$ cat config.mk
export PLATFORM = sky130hd
export DESIGN_NAME = hll_fmix
export DESIGN_NICKNAME = d
export VERILOG_FILES = /design/src/hw/rtl/hll_pkg.sv /design/src/hw/rtl/hll_fmix.sv
export SDC_FILE = /design/constraint.sdc
export NUM_CORES = 2
export LEC_CHECK = 0
export CORE_ASPECT_RATIO = 0.9
export CORE_MARGIN = 8
export CORE_UTILIZATION = 40
export CTS_BUF_LIST = sky130_fd_sc_hd__clkbuf_8
export DETAILED_ROUTE_END_ITERATION = 10
export DONT_BUFFER_PORTS = 1
export PLACE_DENSITY = 0.6
export SLEW_MARGIN = 15
export SYNTH_ARGS = -nofsm -noshare
export SYNTH_HDL_FRONTEND = slang
export SYNTH_SLANG_ARGS = --single-unit
$ cat constraint.sdc
create_clock -name aclk -period 10.8 [get_ports aclk]
set_clock_uncertainty 0.15 [all_clocks]
set_input_delay 1.08 -clock aclk [delete_from_list [all_inputs] [get_ports aclk]]
set_output_delay 1.08 -clock aclk [all_outputs]
set_load 0.005 [all_outputs]
$ cat src/hw/rtl/hll_pkg.sv
// ----------------------------------------------------------------------------
// HyperLogLog sketch update - shared package
// Operation and result codes, hash constants and field widths used by the
// sketch update datapath and its checker.
// ----------------------------------------------------------------------------
`default_nettype none

package hll_pkg;

    // Field widths
    localparam int FUNC_W  = 3;
    localparam int KIND_W  = 2;
    localparam int KEY_W   = 8;
    localparam int HASH_W  = 64;
    localparam int INDEX_W = 14;
    localparam int VALUE_W = 6;
    localparam int CFG_W   = 4;
    // Wide enough for any effective precision, including the parameter range
    localparam int PREC_W  = 5;

    typedef logic [HASH_W-1:0]  hash_t;
    typedef logic [VALUE_W-1:0] value_t;
    typedef logic [FUNC_W-1:0]  func_t;
    typedef logic [KIND_W-1:0]  kind_t;
    typedef logic [PREC_W-1:0]  prec_t;

    // Operation codes
    localparam func_t FUNC_KEY   = 3'd0;
    localparam func_t FUNC_HASH  = 3'd1;
    localparam func_t FUNC_MERGE = 3'd2;
    localparam func_t FUNC_READ  = 3'd3;
    localparam func_t FUNC_CLEAR = 3'd4;

    // Result kinds
    localparam kind_t KIND_UPDATE = 2'd0;
    localparam kind_t KIND_READ   = 2'd1;
    localparam kind_t KIND_CLEAR  = 2'd2;

    // Precision handling
    localparam prec_t                MIN_PREC   = 5'd4;
    localparam logic [CFG_W-1:0]     PREC_RESET = 4'd14;

    // Register value ceiling
    localparam value_t RHO_LIMIT = 6'd61;

    // FNV-1a 64: prime = 2^40 + 0x1b3
    localparam hash_t FNV_BASIS       = 64'hcbf29ce484222325;
    localparam hash_t FNV_PRIME_LO    = 64'h00000000000001b3;
    localparam int    FNV_PRIME_SHIFT = 40;

    // Finalizer constants
    localparam hash_t MIX_K1    = 64'hff51afd7ed558ccd;
    localparam hash_t MIX_K2    = 64'hc4ceb9fe1a85ec53;
    localparam int    MIX_SHIFT = 33;

endpackage

`default_nettype wire

$ cat src/hw/rtl/hll_fmix.sv
// ----------------------------------------------------------------------------
// HyperLogLog 64-bit finalizer
// Iterative hash mixer: xor-shift, multiply, xor-shift, multiply, xor-shift.
// Each 64x64 (mod 2^64) multiply is formed from the lo*lo, lo*hi and hi*lo
// partial products, taken in turn on one shared 32x32 multiplier.
// ----------------------------------------------------------------------------
`default_nettype none

module hll_fmix (
    input  wire logic          aclk,
    input  wire logic          aresetn,
    input  wire logic          start,
    input  wire hll_pkg::hash_t hash_in,
    output logic               done,
    output hll_pkg::hash_t     hash_out
);

    logic           busy_reg, busy_next;
    logic           done_reg, done_next;
    logic           round_reg, round_next;
    logic [1:0]     step_reg, step_next;
    hll_pkg::hash_t x_reg, x_next;
    hll_pkg::hash_t acc_reg, acc_next;

    hll_pkg::hash_t k_sel;
    logic [31:0]    mul_a;
    logic [31:0]    mul_b;
    logic [63:0]    prod;
    logic [31:0]    acc_hi_sum;
    hll_pkg::hash_t full_prod;

    // Select partial product operands: lo*lo, lo*hi, hi*lo
    always_comb begin
        k_sel = round_reg ? hll_pkg::MIX_K2 : hll_pkg::MIX_K1;
        case (step_reg)
            2'd0: begin
                mul_a = x_reg[31:0];
                mul_b = k_sel[31:0];
            end
            2'd1: begin
                mul_a = x_reg[31:0];
                mul_b = k_sel[63:32];
            end
            2'd2: begin
                mul_a = x_reg[63:32];
                mul_b = k_sel[31:0];
            end
            default: begin
                mul_a = '0;
                mul_b = '0;
            end
        endcase
        prod       = 64'(mul_a) * 64'(mul_b);
        acc_hi_sum = acc_reg[63:32] + prod[31:0];
        full_prod  = {acc_hi_sum, acc_reg[31:0]};
    end

    // Sequence the two multiply rounds
    always_comb begin
        busy_next  = busy_reg;
        done_next  = 1'b0;
        round_next = round_reg;
        step_next  = step_reg;
        x_next     = x_reg;
        acc_next   = acc_reg;
        if (start) begin
            busy_next  = 1'b1;
            round_next = 1'b0;
            step_next  = 2'd0;
            x_next     = hash_in ^ (hash_in >> hll_pkg::MIX_SHIFT);
        end else if (busy_reg) begin
            case (step_reg)
                2'd0: begin
                    acc_next  = prod;
                    step_next = 2'd1;
                end
                2'd1: begin
                    acc_next  = {acc_hi_sum, acc_reg[31:0]};
                    step_next = 2'd2;
                end
                default: begin
                    x_next    = full_prod ^ (full_prod >> hll_pkg::MIX_SHIFT);
                    step_next = 2'd0;
                    if (round_reg) begin
                        busy_next = 1'b0;
                        done_next = 1'b1;
                    end else begin
                        round_next = 1'b1;
                    end
                end
            endcase
        end
    end

    always_ff @(posedge aclk) begin
        if (!aresetn) begin
            busy_reg  <= 1'b0;
            done_reg  <= 1'b0;
            round_reg <= 1'b0;
            step_reg  <= 2'd0;
        end else begin
            busy_reg  <= busy_next;
            done_reg  <= done_next;
            round_reg <= round_next;
            step_reg  <= step_next;
        end
    end

    // Datapath registers
    always_ff @(posedge aclk) begin
        x_reg   <= x_next;
        acc_reg <= acc_next;
    end

    assign done     = done_reg;
    assign hash_out = x_reg;

endmodule

`default_nettype wire

* Word level (Yosys, flattened, before mapping)
Index checks and enable logic that the tools add are counted.
** Operators by class
- Equal/unequal tests :: 3
- Add/sub/neg operators :: 1
- $mul :: 1
- Reductions and logical operators :: 11
- Multiplexer cells :: 13
- Bitwise gates (word level) :: 7
** Operator list (count)
- $mux W64 :: 3
- $pmux W32 S2 :: 2
- $pmux W64 S2 :: 1
- $xor A64 B31 Y64 :: 2
- $mul A32 B32 Y64 :: 1
- $mux W62 :: 1
- $add A32 B32 Y32 :: 1
- $reduce_or A2 Y1 :: 3
- $mux W1 :: 5
- $not A1 Y1 :: 5
- $reduce_or A5 Y1 :: 1
- $pmux W2 S2 :: 1
- $reduce_and A2 Y1 :: 2
- $reduce_and A4 Y1 :: 1
- $reduce_bool A2 Y1 :: 2
- $reduce_and A3 Y1 :: 1
- $eq A2 B1 Y1 const B :: 1
- $eq A2 B2 Y1 const B :: 1
- $logic_not A2 Y1 :: 1
- $ne A2 B1 Y1 const B :: 1
** Storage, ports and cells
- Bits in registers :: 133
- Logic and storage cells :: 43
- Bits of input ports :: 67

* Depth between registers and ports, before layout
- Word-level depth :: 9
- Gate-level depth with buffers :: 43
- Gate-level depth less buffers :: 40

* Least setup slack after synthesis
Ideal clock, no wire load.
- Path type :: flip-flop to flip-flop
- Start :: reg step_reg[1]
- End :: reg x_reg[30] (netlist: hash_out[30]), data pin
- Setup slack :: 956 ps
- Setup time :: 263 ps
- Arrival time :: 9431 ps
- Data required time :: 10387 ps
- Stages on the path, launching flop included :: 42
- Cell sequence :: dfxtp_1 > clkbuf_1 > inv_2 > nor2_1 > clkbuf_1 > nand2_1 > o21ai_0 > inv_1 > nor2_1 > inv_1 > fa_1 > inv_1 > fa_1 > fa_1 > inv_1 > fa_1 > inv_1 > fa_1 > [6 not listed] > clkbuf_1 > nand2_1 > o21ai_0 > a41oi_4 > o21ai_0 > xor2_1 > ha_1 > buf_6 > a21oi_1 > o21ai_0 > a21o_1 > a21oi_1 > o21bai_1 > a211oi_1 > o31ai_1 > xnor2_1 > xor2_1 > o21ai_1
** Between the ends
- Cells in the longest elaborated chain, start to end :: 9
- Elaborated cells on any way between the ends :: 13
** Ends and longest elaborated chain
- start, declared :: line hll_fmix.sv:21 : logic [1:0] step_reg, step_next;
- start signal, assigned :: line hll_fmix.sv:105 : step_reg <= step_next;
- $eq A2 B1 Y1, or another cell as far along :: line hll_fmix.sv:35 : case (step_reg)
- $reduce_or A2 Y1 (no line)
- $pmux W32 S2 :: line hll_fmix.sv:35
- $mul A32 B32 Y64 * :: line hll_fmix.sv:53 : prod = 64'(mul_a) * 64'(mul_b);
- $add A32 B32 Y32 * :: line hll_fmix.sv:54 : acc_hi_sum = acc_reg[63:32] + prod[31:0];
- $xor A64 B31 Y64 * :: line hll_fmix.sv:82 : x_next = full_prod ^ (full_prod >> hll_pkg::MIX_SHIFT);
- $mux W64 * :: line hll_fmix.sv:72 : case (step_reg)
- $mux W64 * :: line hll_fmix.sv:71 : end else if (busy_reg) begin
- $mux W64 * :: line hll_fmix.sv:66 : if (start) begin
- named net x_next[30] :: line hll_fmix.sv:22 : hll_pkg::hash_t x_reg, x_next;
- end signal, assigned :: line hll_fmix.sv:111 : x_reg <= x_next;
- end, declared :: line hll_fmix.sv:22
Mark *: on every way through the listed nets, which the timed path passes. The rest lies on a longest branch. The select of a mux whose other input is x is not followed.
A chain may end at the register's enable or synchronous reset.

* Worst setup path after layout
- Start :: reg step_reg[1]
- End :: reg acc_reg[61], data pin
** Between the ends
- Cells in the longest elaborated chain, start to end :: 6
- Elaborated cells on any way between the ends :: 10
** Ends and longest elaborated chain
- $eq A2 B1 Y1, or another cell as far along :: line hll_fmix.sv:35, hll_fmix.sv:72
- $reduce_or A2 Y1 (no line)
- $pmux W32 S2 :: line hll_fmix.sv:35
- $mul A32 B32 Y64 :: line hll_fmix.sv:53
- $add A32 B32 Y32 :: line hll_fmix.sv:54
- $pmux W64 S2 * :: line hll_fmix.sv:72
- end signal, assigned :: line hll_fmix.sv:112 : acc_reg <= acc_next;
- end, declared :: line hll_fmix.sv:23 : hll_pkg::hash_t acc_reg, acc_next;
Mark *: on every way between the ends. The rest lies on a longest branch, timed or not. The select of a mux whose other input is x is not followed.

==> impl_results.md <==
* Status: complete, no violations
* Reg-to-Reg Start: step_reg[1]
* Vias in the first global route at 28390
* Initial antenna violation count at 3
* Cell area after layout at 0.03960 mm2
* Final setup violation count at 0
* Unique masters post-synth at 75
* Skew-Pair Late Insertion Delay at 500 ps
* Layout cells sized above 1 at 0.05793
* Top cell by count, worst path: fa_1
* Cell area after synthesis at 0.03716 mm2
* Crit Path Category: reg2reg
* CTS Buf Count at 17
* FFs w/ async S/R, synth at 0
* CTS HTree Levels at 4
* Synth-to-Final Area Change at 6.548%
* CTS tree: done
* Via count at 27320
* Gpl congestion at 1.015
* Total grt overflow at 0
* Hold Vio Cnt, Final at 0
* Antenna cells at 0
* Buffers & Inverters on Critical Path at 7
* EDFF count, synth at 128
* Largest fanout on the critical path at 27
* Fin crit period at 10470 ps
* Synth Area per Inst at 9.814 um2
* Worst-Margin Slew at 1375 ps
* Post-Layout Cell Count at 5074
* Post-Route WL at 137600 um
* HPWL after DPL at 122900 um
* CP required at 10870 ps
* Reg area at 0.003945 mm2
* Terminus of the critical flop-to-flop path: acc_reg[61]
* # fillers at 9054
* Clock tree sinks at 133
* Ys flop type: edfxtp_1
* Max Fclk at 0.09551 GHz
* Slowest stage cell, crit path: nor2_1
* Yosys reg bits at 133
* Multi-input logic area at 0.02911 mm2
* Max-slew headroom at 0.08024
* Die ar. at 0.1029 mm2
* Total GRT Usage at 0.2695
* Seq/Total Area, Yosys at 0.1061
* Clock Tree Buf Depth at 2
* Initial Utilization at 0.4020
* Io pins at 132
* TNS Setup at 0 ps
* Buffers added on ports at 0
* RSZ-0062 raised after global routing: false
* Delay-heaviest family, CP: adder cells
* DR vias/cell at 5.385
* Worst Setup SP: step_reg[1]
* Routed length per placed instance at 27.13 um
* Die height at 305.2 um
* Startpoint types: flip-flop
* Clock root cell: clkbuf_8
* Crit share post-route at 0.9694
* First-pass GRT wire length at 201600 um
* Syn nets at 5043
* Pin count of the biggest net entering global routing at 109
* Max Slew Vio Count at 0
* Initial DRC Count at 3142
* Post-route DRC at 0
* CP endpoint: acc_reg[61]
* Post-Synthesis Cells at 3787
* Drt first pass iters at 6
* Hold Path Class: reg2reg
* Most frequent cells in the layout: 1014 x inv_1, 861 x fa_1, 326 x ha_1
* R2R cell count at 30
* Worst-path clk slew at 100 ps
* Most common cell after layout, fill and taps aside: inv_1
* Layout Nets at 5075
* Placed insts at 5040
* Number of cells on the critical path at 30
* Die width at 337.3 um
* WP data arrival at 10540 ps
* Worst Hold Launch: acc_reg[31]
* Dpl cell area at 0.03912 mm2
* R2R setup slack at 330 ps
* Worst setup EP type: flip-flop
* Delay of the slowest critical-path stage at 1040 ps
* Max Cap Violations at 0
* Rows at 106
* Core area at 0.09244 mm2
* Synth warnings at 0
* Final ANT Viol Nets at 0
-- cell usage after synthesis, types with 6 or more instances --
cell / count / share of area
mux2i_1: 9 / 0.0024
a21o_1: 35 / 0.0071
ha_1: 327 / 0.11
a22oi_1: 23 / 0.0046
a211oi_1: 13 / 0.0026
o21ai_1: 13 / 0.0018
o21bai_1: 23 / 0.0046
clkbuf_1: 72 / 0.0073
nor4_1: 7 / 0.0012
and2_1: 34 / 0.0057
edfxtp_1: 128 / 0.10
a31oi_1: 8 / 0.0013
nand2b_1: 14 / 0.0024
nor2b_1: 19 / 0.0032
xnor2_1: 87 / 0.021
inv_1: 1015 / 0.10
buf_6: 6 / 0.0018
nand3_1: 27 / 0.0036
nor2_1: 267 / 0.027
o31ai_1: 7 / 0.0014
and3_1: 9 / 0.0015
a21oi_1: 130 / 0.018
mux2_2: 26 / 0.0079
nand2_1: 306 / 0.031
o21a_1: 14 / 0.0028
buf_1: 6 / 0.00061
fa_1: 862 / 0.46
xor2_1: 54 / 0.013
o21ai_0: 111 / 0.015
nor3_1: 18 / 0.0024
nand4_1: 21 / 0.0035
-- worst register-to-register path, delay by kind of cell (launching register included) --
kind | cells | cell delay [ps]
compound gates | 9 | 2170
xor+xnor | 1 | 260
fa+ha+maj | 9 | 4600
buf+inv | 7 | 820
flops | 1 | 350
simple gates | 4 | 1870
-- repair_timing --
item                       CTS  global route
setup endpoints to repair    7             9
gates resized for setup      2            22
setup buffers                0             2
pin swaps                    0             2
hold buffers                 0             0
-- layout make-up --
cell class	count	area share
clock buffers	17	0.005909
clock inverters	15	0.003697
inverters	1016	0.09631
multi-input cells	2545	0.7351
flip-flops and latches	133	0.09963
well taps	1242	0.03924
repair buffers	106	0.02010
-- layer usage --
| metal | vias to the layer above | GRT usage | share of wire |
|---|---|---|---|
| met2 | 1422 | 0.4012 | 0.44 |
| met4 | 2 | 0.07765 | 0.036 |
| met3 | 220 | 0.06951 | 0.10 |
| li1 | 11590 | - | - |
| met1 | 14090 | 0.3874 | 0.42 |
| met5 | - | 0 | 0.00015 |
-- metrics by stage --
stage,hold WS (ps),util,worst slack [ps]
2_1_floorplan,370.7,-,956.1
3_3_place_gp,379.6,0.4232,-456.2
3_5_place_dp,391.3,0.4232,-252.5
4_1_cts,415.5,0.4273,135.8
5_1_grt,440.8,0.4284,6.719
6_report,417.0,0.4284,330.3
-- kinds of logic after synthesis --
group,after synthesis,synth area share
adder cells (fa/ha/maj),1189,0.5744
XOR/XNOR,144,0.03505
AND/OR/NAND/NOR,741,0.08518
multiplexers,35,0.01030
flip-flops,133,0.1061
AO/OA/AOI/OAI,436,0.07474
buffers and inverters,1109,0.1142
-- worst min path at each step --
stage | endpoint | slack, ps | cells past startpoint
3_5_place_dp | hash_out[31] | 390 | 1
2_1_floorplan | done | 370 | 2
4_1_cts | hash_out[31] | 420 | 1
6_report | hash_out[31] | 420 | 1
3_3_place_gp | hash_out[31] | 380 | 1
5_1_grt | hash_out[31] | 440 | 1
Power is not shown: default switching activity piles up to over one toggle a cycle in this logic, so the estimate is an artifact.
