### src/hw/rtl/hll_pkg.sv
// ----------------------------------------------------------------------------
// HyperLogLog sketch update - shared package
// Operation and result codes, hash constants and field widths used by the
// sketch update datapath and its checker.
// ----------------------------------------------------------------------------
`default_nettype none

package hll_pkg;

    // Field widths
    localparam int FUNC_W  = 3;
    localparam int KIND_W  = 2;
    localparam int KEY_W   = 8;
    localparam int HASH_W  = 64;
    localparam int INDEX_W = 14;
    localparam int VALUE_W = 6;
    localparam int CFG_W   = 4;
    // Wide enough for any effective precision, including the parameter range
    localparam int PREC_W  = 5;

    typedef logic [HASH_W-1:0]  hash_t;
    typedef logic [VALUE_W-1:0] value_t;
    typedef logic [FUNC_W-1:0]  func_t;
    typedef logic [KIND_W-1:0]  kind_t;
    typedef logic [PREC_W-1:0]  prec_t;

    // Operation codes
    localparam func_t FUNC_KEY   = 3'd0;
    localparam func_t FUNC_HASH  = 3'd1;
    localparam func_t FUNC_MERGE = 3'd2;
    localparam func_t FUNC_READ  = 3'd3;
    localparam func_t FUNC_CLEAR = 3'd4;

    // Result kinds
    localparam kind_t KIND_UPDATE = 2'd0;
    localparam kind_t KIND_READ   = 2'd1;
    localparam kind_t KIND_CLEAR  = 2'd2;

    // Precision handling
    localparam prec_t                MIN_PREC   = 5'd4;
    localparam logic [CFG_W-1:0]     PREC_RESET = 4'd14;

    // Register value ceiling
    localparam value_t RHO_LIMIT = 6'd61;

    // FNV-1a 64: prime = 2^40 + 0x1b3
    localparam hash_t FNV_BASIS       = 64'hcbf29ce484222325;
    localparam hash_t FNV_PRIME_LO    = 64'h00000000000001b3;
    localparam int    FNV_PRIME_SHIFT = 40;

    // Finalizer constants
    localparam hash_t MIX_K1    = 64'hff51afd7ed558ccd;
    localparam hash_t MIX_K2    = 64'hc4ceb9fe1a85ec53;
    localparam int    MIX_SHIFT = 33;

endpackage

`default_nettype wire

### src/hw/rtl/hll_rho.sv
// ----------------------------------------------------------------------------
// HyperLogLog index and rank unit
// Two-stage pipeline: stage one shifts the top prec hash bits out and finds the
// leading-zero count inside each byte; stage two picks the first non-zero
// byte and forms the rank (leading zeros plus one, or 65-p when empty).
// ----------------------------------------------------------------------------
`default_nettype none

module hll_rho #(
    parameter int IDX_W = 14
) (
    input  wire logic              aclk,
    input  wire logic              aresetn,
    input  wire logic              start,
    input  wire hll_pkg::hash_t    hash_in,
    input  wire hll_pkg::prec_t    prec,
    input  wire logic [IDX_W-1:0]  idx_mask,
    output logic                   done,
    output logic [IDX_W-1:0]       idx,
    output hll_pkg::value_t        rho
);

    localparam int NBYTES = hll_pkg::HASH_W / 8;

    // Stage one
    logic                 v1_reg;
    logic [NBYTES-1:0]    nz_reg;
    logic [2:0]           lz_reg [NBYTES];
    hll_pkg::prec_t       p1_reg;
    logic [IDX_W-1:0]     idx1_reg;

    // Stage two
    logic                 done_reg;
    logic [IDX_W-1:0]     idx2_reg;
    hll_pkg::value_t      rho_reg;

    hll_pkg::hash_t       w;
    logic [NBYTES-1:0]    nz_next;
    logic [2:0]           lz_next [NBYTES];
    logic                 found;
    logic [5:0]           lzc;
    logic [6:0]           rank;

    // Shift out the top prec hash bits and count leading zeros per byte
    always_comb begin
        w = hash_in << prec;
        for (int b = 0; b < NBYTES; b++) begin
            nz_next[b] = |w[8*b +: 8];
            lz_next[b] = 3'd0;
            found      = 1'b0;
            for (int i = 7; i >= 0; i--) begin
                if (!found && w[8*b + i]) begin
                    lz_next[b] = 3'(7 - i);
                    found      = 1'b1;
                end
            end
        end
    end

    always_ff @(posedge aclk) begin
        nz_reg   <= nz_next;
        lz_reg   <= lz_next;
        p1_reg   <= prec;
        idx1_reg <= hash_in[IDX_W-1:0] & idx_mask;
    end

    // Pick the most significant non-zero byte
    always_comb begin
        lzc = 6'd0;
        for (int b = 0; b < NBYTES; b++) begin
            if (nz_reg[b]) begin
                lzc = 6'((NBYTES - 1 - b) * 8) + 6'(lz_reg[b]);
            end
        end
        if (nz_reg == '0) begin
            rank = 7'd65 - 7'(p1_reg);
        end else begin
            rank = 7'(lzc) + 7'd1;
        end
    end

    always_ff @(posedge aclk) begin
        idx2_reg <= idx1_reg;
        rho_reg  <= rank[hll_pkg::VALUE_W-1:0];
    end

    // Advance the valid flag through both stages
    always_ff @(posedge aclk) begin
        if (!aresetn) begin
            v1_reg   <= 1'b0;
            done_reg <= 1'b0;
        end else begin
            v1_reg   <= start;
            done_reg <= v1_reg;
        end
    end

    assign done = done_reg;
    assign idx  = idx2_reg;
    assign rho  = rho_reg;

endmodule

`default_nettype wire

### config.mk
export PLATFORM = sky130hd
export DESIGN_NAME = hll_rho
export DESIGN_NICKNAME = d
export VERILOG_FILES = /design/src/hw/rtl/hll_pkg.sv /design/src/hw/rtl/hll_rho.sv
export SDC_FILE = /design/constraint.sdc
export NUM_CORES = 1
export LEC_CHECK = 0
export ABC_CLOCK_PERIOD_IN_PS = 4650
export BUFFER_PORTS_ARGS = -buffer_cell sky130_fd_sc_hd__buf_2
export CAP_MARGIN = 20
export CORE_ASPECT_RATIO = 0.7
export CORE_MARGIN = 8
export CORE_UTILIZATION = 63
export DETAILED_ROUTE_END_ITERATION = 6
export MAX_ROUTING_LAYER = met4
export PLACE_DENSITY = 0.85
export SETUP_SLACK_MARGIN = 0.5
export SLEW_MARGIN = 20
export SYNTH_ARGS = -nofsm -noshare
export SYNTH_HDL_FRONTEND = slang
export SYNTH_SLANG_ARGS = --single-unit
### constraint.sdc
create_clock -name aclk -period 4.65 [get_ports aclk]
set_input_delay 0.93 -clock aclk [delete_from_list [all_inputs] [get_ports aclk]]
set_output_delay 0.93 -clock aclk [all_outputs]
set_load 0.01 [all_outputs]
; ---- Yosys cells after proc, flatten, opt, wreduce, memory -nomap -nowiden
; Cells that the tools add are included.
[totals]
wordCells = 292
output_inout_bits = 21
in_bits = 86
register_bits = 73
[op_classes]
shift = 1
n_reduce_logical = 137
bitwise = 1
n_mux = 113
n_addsub = 9
[ops]
columns = cell, n
row1 = 1-bit 2-to-1 mux, 72
row2 = 8-bit OR reduction, 8
row3 = 64-bit by 5-bit << shifter with 64-bit output, 1
row4 = 1-bit logical AND, 56
row5 = 1-bit logical NOT, 56
row6 = 6-bit 2-to-1 mux, 9
row7 = 3-bit 2-to-1 mux, 14
row8 = 2-bit 2-to-1 mux, 18
row9 = 4-bit OR reduction, 8
row10 = 2-bit OR reduction, 8
row11 = 14-bit bitwise AND, 1
row12 = "5-bit by 3-bit adder with 6-bit output, first input constant", 2
row13 = "6-bit by 3-bit adder with 6-bit output, first input constant", 2
row14 = 8-bit logical NOT, 1
row15 = "5-bit by 4-bit adder with 6-bit output, first input constant", 1
row16 = "6-bit by 1-bit adder with 6-bit output, second input constant", 1
row17 = "1-bit by 5-bit subtractor with 6-bit output, first input constant", 1
row18 = "4-bit by 3-bit adder with 5-bit output, first input constant", 1
row19 = "4-bit by 4-bit adder with 5-bit output, first input constant", 1

; ---- Longest topological paths before layout
; Gate-level depths: netlist of the first run.
[logic_depth]
ltp_word = 23
mapped_depth = 12
ltp_nobuf = 8

; ---- Worst setup path before layout of the first run
; No wires, ideal clock.
[synth_path]
path_kind = input-to-reg
start = in prec[1]
end = reg nz_reg[6]
stages = 9
t_required_ps = 4526
arrival_ps = 2985
path_slack_ps = 1540
path_buffers = 3
setup_ps = 124
path_cell_list = buf_6 buf_12 buf_12 mux4_2 mux2_2 mux4_2 nand2b_4 nor3_2 nand3b_1
[synth_between]
elab_chain_cells = 2
[synth_rtl]
columns = item, line
row1 = "start, declared", hll_rho.sv:16  ; input wire hll_pkg::prec_t prec,
row2 = 64-bit by 5-bit << shifter with 64-bit output, hll_rho.sv:46  ; w = hash_in << prec;
row3 = 8-bit OR reduction, hll_rho.sv:48  ; nz_next[b] = |w[8*b +: 8];
row4 = named net nz_next[6], hll_rho.sv:38  ; logic [NBYTES-1:0] nz_next;
row5 = "end signal, assigned", hll_rho.sv:61  ; nz_reg <= nz_next;
row6 = "end, declared", hll_rho.sv:27  ; logic [NBYTES-1:0] nz_reg;
; The timed path passes the listed nets, and every way through them passes these cells.
; A chain may end at the register's enable or synchronous reset.

; ---- Final worst setup path of the first run
[layout_path]
start = in prec[1]
end = reg nz_reg[7]
; The elaborated chain is that of the path after synthesis.

==> results.toml, run 1 <==
[clock_network]
clockBufferDepth = 2
cts_hold_buf = 0
clk_pin_slew_ns = 0.06
cts.sinks = 73
cts_tree = "yes"
clock_latency_ns = 0.34
cts_made_buffers = 9
cts-root-buf = "clkbuf_16"
cts_resized = 0
postCtsSetupBuffers = 0
htree_levels = 3

[critical_path]
ff2ff_setup_slack_ns = 2.42
path_class = "primary input to flop"
rr_endpoint = "rho[4]"
r2r_cells = 8
r2r_start = "nz_reg[0]"
required_ns = 4.87
startpoint_type = "primary input"
cp_data_arrival_time_ns = 3.92
end_kind = "flop"
critPathLaunch = "prec[1]"
critPathMaxFanout = 35

[synthesis]
syn_area_um2 = 6890
yosys_most_used_dff = "dfxtp_1"
syn-instance-count = 692
synth_edf_count = 0
ys_ff_latch = 73
netlist.area_leader.share_pct = 21.2
ys_seq_area_share_pct = 21.2
syn_nets = 780
syn_area_per_cell_um2 = 9.95
synth_top_cell_by_area = "dfxtp_1"
ys_async_sr_fraction_pct = 0
netlist_top_cells_area = "dfxtp_1 21%, mux4_2 21%, mux2i_1 7.6%"
synth_cell_types = 87
synth_warnings = 0

[power_and_ir_drop]
p_per_area_nw_per_um2 = 283
vdd_drop_max_mv = 0.173
p_leak_nw = 3.16

[drt]
via_count = 6524
vias_per_cell = 7.02
ant_nets = 0
wire_per_inst_um = 22.8
dr.first_iter.drc_count = 867
dr.pass1.iters = 7
drc = 0
wirelength_um = 21200

[min_path]
hold_end = "idx[8]"
hp-class = "flop to flop"
holdCritStartpoint = "idx1_reg[8]"
hold_depth = 0

[timing]
post-route-min-period_ns = 3.70
tightest_slew_ns = 0.885
timing.hold.ws_ns = 0.327
post-route-period-util_pct = 79.6
timing.setup.tns_ns = 0
fmax_mhz = 270
layout_setup_ws_ns = 0.947
fin_skew_ns = 0.00945
slew_violations = 0
max-slew-margin-rel_pct = 41.0
finalSetupViolCount = 0
hold_violations = 0
rsz0062_at_grt = "false"

[placement]
place_hpwl_um = 15900
placed_cells = 913
place_ws_ns = 0.648
io_buffers = 106
gp_congestion = 0.964

[global_route]
grt_max_degree = 67
antenna_found_initial = 0
grt-ovfl-total = 0
grt_use_total_pct = 29.9
grt_pass1_vias = 6406
grt_pass1_wl_um = 33500

[floorplanning]
rows = 32
dieWidth_um = 141
start_util_pct = 63.5
ios = 107
die_area_um2 = 14600
die_y_um = 103
core-area_um2 = 10900

[run]
drv_cap = 0

[finish]
antenna_cells = 0
nets = 859
layout.cells.non_filler = 929
drive_above_1_share_pct = 33.6
area_growth_pct = 11.3
largest_reg_flops = 24
utilization_pct = 70.6

[outcome]
status = "finished, final reports clean"
[how the worst max path moves through the flow]
stage | slack (ns) | end | cells past startpoint
after global routing | 0.84 | lz_reg[22] | 8
after CTS | 0.99 | nz_reg[7] | 8
after detailed placement | 0.65 | nz_reg[7] | 8
after global placement | 0.88 | nz_reg[7] | 8
after floorplan | 1.54 | nz_reg[6] | 9
final | 0.95 | nz_reg[7] | 8
[synth_stat cells (all sizes together), types with 6 or more instances]
| cell | n |
|---|---|
| nand2 | 65 |
| a22oi | 8 |
| nand2b | 10 |
| nor3 | 12 |
| mux2i | 52 |
| a21o | 6 |
| a21oi | 37 |
| nor2b | 15 |
| buf | 30 |
| o22ai | 10 |
| o21ai | 30 |
| nor2 | 47 |
| mux4 | 75 |
| dfxtp | 73 |
| nand3 | 13 |
| inv | 19 |
| a31oi | 9 |
| mux2 | 38 |
| and2 | 20 |
| clkbuf | 21 |
[placed cells by master, fill, tap and decap left out, drive strengths merged, types with 4 or more instances in the layout]
cell,n
buf,119
mux4,75
dfxtp,73
nand2,65
mux2i,52
nor2,47
mux2,38
a21oi,37
o21ai,30
inv,23
and2,20
nor2b,15
nand3,13
nor3,12
nand2b,10
o22ai,10
a31oi,9
clkbuf,9
a22oi,8
a21o,6
nand3b,5
or3,5
a22o,5
a211oi,5
or2,5
o31ai,4
o21bai,4
a221oi,4
nor4,4
o211ai,4
[metrics by stage]
stage	power, mW	area [um2]
final	2.17	7660
after floorplan	1.28	6890
after CTS	2.15	7660
after detailed placement	1.49	7380
after global placement	1.46	7380
after global routing	2.26	7660
[routing by layer]
| metal | wire [um] | global-route usage, % | vias up |
|---|---|---|---|
| li1 | - | - | 2858 |
| met1 | 8300 | 36.7 | 3101 |
| met2 | 9940 | 49.3 | 487 |
| met3 | 2190 | 4.17 | 78 |
| met4 | 760 | 13.2 | 0 |
| met5 | 0 | - | - |
[power by group]
part	switching [mW]	leakage, nW	internal [mW]
combinational	0.443	2.42	0.353
clock	0.297	0.131	0.370
sequential	0.0219	0.605	0.681
total	0.761	3.16	1.40
[kinds of logic (layout without fill, tap and decap cells)]
family / after synthesis / count (layout) / synth area share (%)
AOI/OAI and AO/OA: 168 / 168 / 17.5
xor gates and xnor gates: 5 / 5 / 0.636
adders and majority gates: 2 / 2 / 0.363
buffers and inverters: 71 / 155 / 6.23
DFF: 73 / 73 / 21.2
muxes: 165 / 165 / 39.0
and+or+nand+nor: 208 / 208 / 15.1
[layout make-up]
class,instances,area [um2]
Tap cell,153,191
Clock inverter,7,60.1
Fill cell,801,3190
Sequential cell,73,1460
Timing Repair Buffer,119,656
Clock buffer,9,225
Multi-Input combinational cell,548,4990
Inverter,20,75.1
[worst max-delay path, cell delays in order]
cell	delay [ns]
buf_4	0.46
buf_4	0.38
mux4_2	0.55
a222oi_1	0.65
nand3_1	0.17
o21ai_0	0.17
o211ai_1	0.18
or3_1	0.39
(Power assumes the default switching activity.)
==> run 2: changes to the inputs <==
--- a/config.mk
+++ b/config.mk
@@ -5,15 +5,15 @@
 export SDC_FILE = /design/constraint.sdc
 export NUM_CORES = 1
 export LEC_CHECK = 0
-export ABC_CLOCK_PERIOD_IN_PS = 4650
+export ABC_CLOCK_PERIOD_IN_PS = 3600
 export BUFFER_PORTS_ARGS = -buffer_cell sky130_fd_sc_hd__buf_2
 export CAP_MARGIN = 20
 export CORE_ASPECT_RATIO = 0.7
 export CORE_MARGIN = 8
-export CORE_UTILIZATION = 63
+export CORE_UTILIZATION = 59
 export DETAILED_ROUTE_END_ITERATION = 6
 export MAX_ROUTING_LAYER = met4
-export PLACE_DENSITY = 0.85
+export PLACE_DENSITY = 0.8
 export SETUP_SLACK_MARGIN = 0.5
 export SLEW_MARGIN = 20
 export SYNTH_ARGS = -nofsm -noshare
==> constraint.sdc (replaced) <==
create_clock -name aclk -period 3.6 [get_ports aclk]
set_input_delay 0.72 -clock aclk [delete_from_list [all_inputs] [get_ports aclk]]
set_output_delay 0.72 -clock aclk [all_outputs]
set_load 0.01 [all_outputs]
==> run 2 against run 1 <==
Against the previous run: clock skew is 0.00056 ns lower; non-clock buffer count is 11 higher; combinational power is 31% higher; largest cell class unchanged; wire length hardly changed; power is 33% higher; highest routed layer unchanged; die area is 5.9% higher; critical path type unchanged; worst setup slack worse by 0.30 ns; core utilization is 2.9 points lower; sequential power is 29% higher; global-route usage is 2.0 points lower; sequential share of layout area is 0.40 points lower; final cell count is 1.6% higher.
==> results.toml, run 2 (synthesis gave the netlist of run 1 again) <==
[critical_path]
path_class = "primary input to flop"
cp_data_arrival_time_ns = 3.19
required_ns = 3.84
r2r_cells = 7
end_kind = "flop"
startpoint_type = "primary input"
rr_endpoint = "rho[3]"
critPathMaxFanout = 21
cp_cell_sequence = "buf_6, buf_4, mux4_2, mux2_2, mux2i_1, nand2_1, nor3_1, a21oi_1, o41ai_2"
crit_path_max_incr_delay_ns = 0.54
cp_slowest_cell = "mux4_2"
ff2ff_setup_slack_ns = 1.42
r2r_start = "nz_reg[1]"

[clock_network]
cts_made_buffers = 9
clock_latency_ns = 0.34
cts-root-buf = "clkbuf_16"
cts_hold_buf = 0
clockBufferDepth = 2
clk_pin_slew_ns = 0.06
htree_levels = 3
cts_tree = "yes"
cts.sinks = 73

[timing]
finalSetupViolCount = 0
rsz0062_at_grt = "false"
post-route-min-period_ns = 2.95
hold_violations = 0
max-slew-margin-rel_pct = 57.5
timing.setup.tns_ns = 0
tightest_slew_ns = 0.635
slew_violations = 0
post-route-period-util_pct = 82.0
fin_skew_ns = 0.00890
fmax_mhz = 339

[min_path]
holdCritStartpoint = "idx1_reg[6]"
hold_depth = 0
hold_end = "idx[6]"
hp-class = "flop to flop"

[finish]
layout.cells.non_filler = 944
area_growth_pct = 13.7
design_area_um2 = 7830
final_common_cell = "buf_2"
final_cell_mix = "105 x buf_2, 73 x dfxtp_1, 65 x nand2_1, 64 x mux4_2, 52 x mux2i_1"
largest_reg_flops = 24
antenna_cells = 0
drive_above_1_share_pct = 34.6
nets = 870

[placement]
place_area_um2 = 7510
placed_cells = 927
io_buffers = 106
gp_congestion = 1.00
place_hpwl_um = 16200

[global_route]
grt_use_total_pct = 27.8
grt_pass1_wl_um = 33800
antenna_found_initial = 0
grt-ovfl-total = 0
grt_pass1_vias = 6254
grt_max_degree = 45

[floorplanning]
die_area_um2 = 15400
ios = 107
dieWidth_um = 145
rows = 33
core-area_um2 = 11600
die_y_um = 106
start_util_pct = 59.6

[drt]
wirelength_um = 21200
ant_nets = 0
vias_per_cell = 6.81
dr.first_iter.drc_count = 673
wire_per_inst_um = 22.4
via_count = 6433
dr.pass1.iters = 5
drc = 0

[power_and_ir_drop]
p_leak_nw = 3.24
p_per_area_nw_per_um2 = 368
vdd_drop_max_mv = 0.233

[outcome]
status = "finished, final reports clean"

[run]
drv_cap = 0
-- run 2: changes by cell type in the layout (fill, tap and decap cells not counted), sizes merged --
cell	change
buf	+11
bufinv	+1
clkinvlp	-1
-- run 2: per-stage QoR --
| stage | power (mW) | utilization, % | worst slack, ns | hold slack (ns) |
|---|---|---|---|---|
| floorplan | 1.65 | - | 0.700 | 0.310 |
| global placement | 1.92 | 64.9 | 0.299 | 0.310 |
| detailed placement | 1.94 | 64.9 | 0.194 | 0.312 |
| CTS | 2.86 | 67.6 | 0.540 | 0.327 |
| global route | 3.01 | 67.7 | 0.534 | 0.334 |
| finish | 2.88 | 67.7 | 0.647 | 0.326 |
-- run 2: how the worst max path moves through the flow --
stage | startpoint | to | slack [ns] | depth (start not counted)
after floorplan | prec[1] | nz_reg[6] | 0.70 | 9
after global routing | prec[1] | lz_reg[13] | 0.53 | 9
after CTS | prec[1] | nz_reg[7] | 0.54 | 8
after global placement | prec[1] | nz_reg[7] | 0.30 | 8
final | prec[1] | lz_reg[13] | 0.65 | 9
after detailed placement | prec[1] | nz_reg[7] | 0.19 | 8
-- run 2: critical path: cells and delay by family --
kind                   cells  cell delay [ns]
AND/OR/NAND/NOR            2             0.40
buffers and inverters      2             0.44
AO/OA/AOI/OAI              2             0.48
multiplexers               3             1.13
-- run 2: repair_timing --
| action | CTS | global route |
|---|---|---|
| setup buffers | 0 | 1 |
| resized for setup | 0 | 1 |
| setup endpoints to repair | 0 | 6 |
-- run 2: power breakdown --
| group | switching (mW) | total (mW) | internal [mW] |
|---|---|---|---|
| Combinational | 0.571 | 1.04 | 0.474 |
| Sequential | 0.0285 | 0.908 | 0.880 |
| Clock | 0.380 | 0.928 | 0.549 |
| Total | 0.979 | 2.88 | 1.90 |
-- run 2: final cells by class --
cell class,count,area [um2]
Multi-Input combinational cell,548,4990
Inverter,20,75.1
Timing Repair Buffer,130,792
Tap cell,157,196
Clock buffer,9,225
Sequential cell,73,1460
Clock inverter,7,82.6
Fill cell,915,3730
-- run 2: routing by layer --
metal	wire length, um	GRT usage, %
met3	1930	4.54
met2	10100	44.4
met4	603	10.1
met5	0	-
met1	8520	35.4
